--- src/apq_ram.sv ---
// ----------------------------------------------------------------------------
// apq_ram
// generic single-write, single-read ram with registered read data
// ----------------------------------------------------------------------------
module apq_ram #(
  parameter int WIDTH = 8,
  parameter int DEPTH = 64
) (
  input  logic                     clk,
  input  logic                     we,
  input  logic [$clog2(DEPTH)-1:0] waddr,
  input  logic [WIDTH-1:0]         wdata,
  input  logic                     re,
  input  logic [$clog2(DEPTH)-1:0] raddr,
  output logic [WIDTH-1:0]         rdata
);

  logic [WIDTH-1:0] mem [DEPTH];

  always_ff @(posedge clk) begin
    if (we) begin
      mem[waddr] <= wdata;
    end
    if (re) begin
      rdata <= mem[raddr];
    end
  end

endmodule

--- config.mk ---
export PLATFORM = sky130hd
export DESIGN_NAME = apq_ram
export DESIGN_NICKNAME = d
export VERILOG_FILES = /design/src/apq_ram.sv
export SDC_FILE = /design/constraint.sdc
export NUM_CORES = 1
export LEC_CHECK = 0
export ABC_AREA = 1
export BUFFER_PORTS_ARGS = -buffer_cell sky130_fd_sc_hd__buf_2
export CORE_MARGIN = 5
export CORE_UTILIZATION = 45
export DETAILED_ROUTE_END_ITERATION = 8
export PLACE_DENSITY = 0.57
export RECOVER_POWER = 25
export SETUP_SLACK_MARGIN = 0.5
export SLEW_MARGIN = 20
export SYNTH_ARGS = -nofsm -noshare
export SYNTH_HDL_FRONTEND = slang
export SYNTH_SLANG_ARGS = --single-unit
--- constraint.sdc ---
create_clock -name clk -period 2.4 [get_ports clk]
set_clock_uncertainty 0.15 [all_clocks]
set_input_delay 0 -clock clk [delete_from_list [all_inputs] [get_ports clk]]
set_output_delay 0 -clock clk [all_outputs]
set_load 0.005 [all_outputs]
-- Word-level counts from Yosys, hierarchy flattened
Memories as Yosys holds them, arrays and structs flattened. A register that Yosys moved wholly into a read port is not among the register bits.
Cells that the tools add are included.
- add/subtract/negate cells: 0
- multipliers: 0
- divide/modulo/power cells: 0
- order comparisons: 0
- equality and inequality tests: 0
- shift-type cells: 0
- muxes and demuxes: 2
- bitwise gates (word level): 0
- reduce and logical (&&, ||, !) cells: 0
- operators with widths (cell ; count):
    $mux W1 ; 2
- register bits: 0
- bits in latches: 0
- bits in writable memories: 512
- ROM bits: 0
- input bits: 23
- output and inout bits: 8
- logic and storage cells: 3
- memories kept: 1
- memory list (memory ; words ; bits a word ; read ports ; clocked after memory_dff ; wr ports ; RTL line ; text):
    mem ; 64 ; 8 ; 1 ; 1 ; 1 ; 18 ; logic [WIDTH-1:0] mem [DEPTH];

-- Depth between registers and ports, before layout
Gate-level depths: netlist of run 1.
- depth in word-level cells: 2
- gate-level depth with buffers: 12
- mapped depth without buffers: 9

-- Worst setup path before layout of run 1
No wires, ideal clock.
- kind: in2reg
- start: input port we
- end: memory mem[48][0] (enable)
- setup time: 0.395 ns
- arrival: 1.371 ns
- required time: 1.855 ns
- path slack: 0.484 ns
- cell stages on the path: 3
- buffers on the path: 1
- path through: clkbuf_1 nand4_1 nor4_1
- cells in the longest elaborated chain, start to end: 2
- ends and longest elaborated chain (element ; RTL line ; text):
    start: declaration ; 10 ; input logic we,
    $mux W1 ; 21 ; if (we) begin
    $mux W1 (implied by the code) ; 22 ; mem[waddr] <= wdata;
    end: declaration ; 18 ;
No other way between the ends.

-- Final worst setup path of run 1
- start: input port wdata[0]
- end: memory mem[32][0] (data pin)
- RTL lines (element ; RTL line ; text):
    start: declaration ; 12 ; input logic [WIDTH-1:0] wdata,
No word-level cell before the write port.

==> flow_metrics.py, run 1 <==
metrics = {
    "logic_synthesis": {
        "yosys_warnings": 0,
        "synth_cells": 1805,
        "synth_cell_type_count": 15,
        "synth.avg_cell_area_sq_um": 11.9,
        "ys_seq_elements": 520,
        "ys_seq_area_share_pct": 72.9,
        "synthesis.nets": 1828,
        "netlist_area_sq_um": 21400,
    },
    "run": {
        "maxCapViolCount": 4,
    },
    "pwr": {
        "power_density_nw_per_um2": 779,
        "power_uw": 18900,
        "power_frac_comb_pct": 6.7,
        "swShare_pct": 22.6,
        "power_frac_seq_pct": 53.4,
        "worst_ir_drop_vdd_mv": 0.470,
        "p_int_uw": 14600,
        "power.switching_uw": 4270,
        "p_clk_share_pct": 39.9,
        "power_leakage_uw": 0.00882,
    },
    "setup_path": {
        "arrival_ns": 1.91,
        "worst_ep_required_time_ns": 2.38,
        "worst_setup_path_end_kind": "register",
        "reg2reg_from": "mem[30][4]",
        "cp-start-kind": "primary input",
        "critPathMaxFanout": 64,
        "worstSetupPathType": "in2reg",
        "r2r_slack_ns": 0.68,
        "crit_path_start": "wdata[0]",
        "r2r_end": "rdata[4]",
        "crit_end": "mem[32][0]",
        "rr_worst_depth": 8,
    },
    "drt": {
        "dr_wl_met3_um": 4170,
        "vias": 14200,
        "firstDrtPassIters": 5,
        "highest_layer": "met4",
        "drc": 0,
        "wl_met2_um": 26900,
        "vias_per_cell": 5.55,
        "wl_per_cell_um": 22.5,
        "wl_met1_um": 24700,
        "routed_wl_um": 57500,
        "final_antenna_net_count": 0,
        "drt_iter0_drc": 1378,
    },
    "run_status": {
        "violations": "hold timing, capacitance limit, slew limit",
        "status": "complete, but fails checks",
    },
    "cts": {
        "path_clk_slew_ns": 0.06,
        "clock_sinks": 520,
        "cts_setup_buffers": 0,
        "ctsLongestPathBuffers": 3,
        "cts_made_buffers": 53,
        "insertion_delay_ns": 0.59,
        "tritoncts": "yes",
        "root_buffer": "clkbuf_16",
        "cts_max_level": 2,
    },
    "timing": {
        "hold_viol": 8,
        "setup_viol": 0,
        "fmax_ghz": 0.520,
        "maxSlewViolCount": 260,
        "relSlewSlack_pct": -16.8,
        "hold_slack_ns": -0.0147,
        "min_period_over_period_pct": 80.2,
        "worst_slew_pin_slew_ns": 1.75,
        "fin_crit_ns": 1.92,
        "rsz0062_at_grt": "false",
        "setup_tns_ns": 0,
    },
    "die": {
        "die_h_um": 228,
        "die_area_sq_um": 52100,
        "initial_core_util_pct": 45.1,
        "ios": 31,
        "rows": 80,
        "core_sq_um": 47400,
        "die_w_um": 228,
    },
    "place": {
        "globalplace.congestion": 0.859,
        "post-dp-hpwl_um": 33700,
        "place_inst": 2446,
        "portBuffers": 30,
    },
    "global_route": {
        "grt_pass1_wl_um": 86700,
        "grt_pass1_vias": 13800,
        "antenna_found_initial": 1,
        "grt_max_degree": 86,
        "grt-ovfl-total": 0,
        "track_usage_pct": 21.7,
    },
    "finish": {
        "register_area_sq_um": 15600,
        "area_growth_pct": 13.3,
        "multi_input_comb_area_sq_um": 4950,
        "final_cells": 2558,
        "final_nets": 1928,
        "drive_above_1_share_pct": 10.8,
        "nFillCells": 4178,
    },
    "min_path": {
        "min_path_type": "in2reg",
    },
}
## repair_timing
item,4_1_cts,5_1_grt
hold endpoints to repair,528,0
hold buffers,19,0
setup endpoints to repair,0,24
resized for setup,0,3
## state kept, by name, summed over array words and instances (netlist names)
signal and flops:
rdata 8, mem 512
## power groups by stage
stage | combinational (uW) | sequential [uW] | clock [uW]
6_report | 1260 | 10100 | 7550
5_1_grt | 1370 | 10100 | 8070
4_1_cts | 1270 | 10100 | 7710
3_5_place_dp | 1240 | 10300 | 0
3_3_place_gp | 1240 | 10300 | 0
2_1_floorplan | 707 | 10300 | 0
## final cells by class
cell class	instances	share of cell area (%)
diodes	1	0.0103
clock inverters	30	0.779
multi-input cells	1160	20.4
flip-flops and latches	520	64.4
repair buffers	158	5.44
well taps	615	3.17
inverters	12	0.227
clock buffers	62	5.61
## worst min-delay path by stage
stage | end | cells past startpoint | slack (ns) | start
after floorplan | mem[0][0] | 0 | -0.05 | wdata[0]
after global placement | rdata[6] | 1 | 0.26 | re
after detailed placement | rdata[3] | 1 | 0.26 | re
after CTS | mem[17][5] | 4 | 0.003 | waddr[3]
after global routing | mem[17][3] | 4 | 0.002 | waddr[3]
final | mem[17][6] | 4 | -0.01 | waddr[3]
## worst max-delay path, stage by stage
cell and delay (ns):
dlygate4sd3_1 0.52, buf_2 0.09, clkbuf_2 1.24
## metrics by stage
| stage | util, % | instance area [sq um] | worst slack (ns) |
|---|---|---|---|
| floorplan | - | 21400 | 0.484 |
| global placement | 47.6 | 22600 | 0.339 |
| detailed placement | 47.6 | 22600 | 0.323 |
| CTS | 51.3 | 24300 | 0.513 |
| global route | 51.1 | 24300 | 0.354 |
| finish | 51.1 | 24300 | 0.475 |
## placed cells by master (no fill, tap or decap), types with 6 or more instances in the layout
master	count
buf_2	26
clkbuf_16	53
nand2_1	648
edfxtp_1	520
dlygate4sd3_1	19
inv_1	8
nand3_1	439
nor4_1	8
nand4_1	9
buf_12	13
clkinv_2	6
clkbuf_1	11
clkinv_1	18
nor2_1	53
buf_4	93
## synthesized netlist by cell type
master	count	area share, %
nand2_1	648	11
edfxtp_1	520	73
nand3_1	439	10
nor2_1	56	0.98
buf_2	37	0.86
buf_6	35	1.8
clkbuf_1	15	0.26
buf_4	14	0.49
buf_1	10	0.18
inv_1	10	0.18
nand4_1	9	0.26
nor4_1	8	0.23
buf_8	2	0.14
inv_2	1	0.018
inv_6	1	0.041
## routing by layer
metal	vias up	track usage [%]
met5	-	0
met4	0	6.98
met3	89	3.87
met2	528	34.4
met1	7026	30.8
li1	6555	-
## kinds of logic after synthesis
family / synth area share (%)
DFF: 72.9
buffers and inverters: 4.01
and+or+nand+nor: 23.1
Power figures use the tool's default switching activity.
==> inputs of run 2 (changes only) <==
--- a/config.mk
+++ b/config.mk
@@ -10,7 +10,7 @@
 export CORE_MARGIN = 5
 export CORE_UTILIZATION = 45
 export DETAILED_ROUTE_END_ITERATION = 8
-export PLACE_DENSITY = 0.57
+export PLACE_DENSITY = 0.59
 export RECOVER_POWER = 25
 export SETUP_SLACK_MARGIN = 0.5
 export SLEW_MARGIN = 20
==> constraint.sdc (replaced) <==
create_clock -name clk -period 1.6 [get_ports clk]
set_clock_uncertainty 0.15 [all_clocks]
set_input_delay 0 -clock clk [delete_from_list [all_inputs] [get_ports clk]]
set_output_delay 0 -clock clk [all_outputs]
set_load 0.005 [all_outputs]
==> flow_metrics.py, run 2 (synthesis results as in run 1) <==
metrics = {
    "cts": {
        "tritoncts": "yes",
        "cts_max_level": 2,
        "ctsLongestPathBuffers": 3,
        "insertion_delay_ns": 0.61,
        "path_clk_slew_ns": 0.06,
        "cts-hold-fix-buffers": 9,
        "clock_sinks": 520,
        "root_buffer": "clkbuf_16",
        "cts_made_buffers": 54,
    },
    "timing": {
        "worst_slew_pin_slew_ns": 0.927,
        "relSlewSlack_pct": 38.2,
        "setup_viol": 0,
        "fmax_ghz": 0.676,
        "maxSlewViolCount": 0,
        "hold_viol": 64,
        "fin_crit_ns": 1.48,
        "hold_slack_ns": -0.209,
        "rsz0062_at_grt": "true",
        "min_period_over_period_pct": 92.4,
    },
    "global_route": {
        "grt_pass1_wl_um": 85300,
        "grt_pass1_vias": 14000,
        "track_usage_pct": 21.2,
        "antenna_found_initial": 1,
        "grt-ovfl-total": 0,
        "grt_max_degree": 65,
    },
    "place": {
        "post_dp_cell_area_sq_um": 23400,
        "post-dp-hpwl_um": 34300,
        "portBuffers": 30,
        "globalplace.congestion": 0.858,
    },
    "finish": {
        "final_nets": 1947,
        "largest_reg_flops": 512,
        "top_register": "mem",
        "top_regs": "mem: 512 flops, rdata: 8 flops",
        "area_growth_pct": 19.6,
        "final_cell_area_sq_um": 25600,
        "layout_commonest_cell": "nand2_1",
        "drive_above_1_share_pct": 21.0,
        "antenna_cells": 0,
        "most-common-layout-cells": "606 x nand2_1, 520 x edfxtp_1, 344 x nand3_1",
    },
    "die": {
        "core_sq_um": 47400,
        "die_w_um": 228,
        "die_area_sq_um": 52100,
        "die_h_um": 228,
        "initial_core_util_pct": 45.1,
        "ios": 31,
        "rows": 80,
    },
    "setup_path": {
        "crit_buf_inv": 0,
        "worstSetupPathType": "reg2reg",
        "path_cells": "nand2_1, nand3_1, nand3_1, nand2_1, nand2_1, nand3_2, nand3_2, nand2_1",
        "worst_setup_path_end_kind": "register",
        "cp-start-kind": "register",
        "arrival_ns": 1.68,
        "critPathMaxFanout": 1,
        "critPathMaxStageDelay_ns": 0.38,
        "crit_path_frequent_cell": "nand2_1",
        "worst_ep_required_time_ns": 1.80,
        "critPathTopFamily": "simple AND/OR/NAND/NOR gates",
        "critPathSlowestCell": "edfxtp_1",
    },
    "drt": {
        "drc": 0,
        "drt_iter0_drc": 1267,
        "vias_per_cell": 5.46,
        "final_antenna_net_count": 0,
        "firstDrtPassIters": 5,
        "vias": 14100,
        "routed_wl_um": 55900,
        "wl_per_cell_um": 21.7,
    },
    "pwr": {
        "power_leakage_uw": 0.00921,
        "power_density_nw_per_um2": 1130,
        "power_uw": 29000,
        "worst_ir_drop_vdd_mv": 0.896,
    },
    "run_status": {
        "status": "complete, but fails checks",
        "violations": "hold timing",
    },
    "min_path": {
        "min_path_type": "in2reg",
    },
    "run": {
        "maxCapViolCount": 0,
    },
}
==> run 2: tightest hold or removal path, cell delays in order <==
cell and delay, ns:
buf_2 0.20, nand3_1 0.13, nand2_1 0.05
==> run 2: worst paths after layout <==
path | end | start | slack, ns | cells past startpoint
hold reg to reg | rdata[6] | mem[8][6] | 0.75 | 8
hold / removal | rdata[0] | raddr[5] | -0.21 | 3
setup / recovery | rdata[6] | mem[33][6] | 0.12 | 8
setup reg to reg | rdata[6] | mem[33][6] | 0.12 | 8
==> run 2: cell type report <==
cell class	instances	area, sq um
clock buffer	69	1430
clock inverter	26	185
fill	4019	21800
inverter	12	71.3
multi-input combinational	1160	5890
sequential	520	15600
tap	615	769
timing repair buffer	176	1660
==> run 2: power breakdown <==
| group | total [uW] | internal (uW) | switching (uW) |
|---|---|---|---|
| Combinational | 2200 | 692 | 1510 |
| Clock | 11700 | 6600 | 5070 |
| Sequential | 15200 | 15100 | 36.7 |
| Total | 29000 | 22400 | 6620 |
==> run 2: what timing repair did <==
item | in CTS | in global routing
setup buffers | 0 | 0
endpoints found under the setup margin | 32 | 40
pin swaps | 63 | 49
gates resized for setup | 95 | 53
endpoints found under the hold margin | 628 | 82
==> run 2: metrics by stage <==
step / setup slack, ns / cells / utilization (%) / setup TNS (ns)
floorplan: -0.103 / 1805 / - / -22.93
global placement: -0.236 / 2474 / 49.3 / -8.95
detailed placement: -0.273 / 2474 / 49.3 / -8.57
CTS: 0.141 / 2578 / 53.8 / 0
global route: 0.0580 / 2578 / 54.0 / 0
finish: 0.122 / 2578 / 54.0 / 0
==> run 2: per-layer routing <==
metal  track usage (%)  up-vias  share of wire (%)
li1                  -     6604                  -
met1              28.8     6945                 43
met2              35.3      432                 49
met3              3.56       94                5.6
met4              6.62        2                2.5
met5                 0        -              0.032
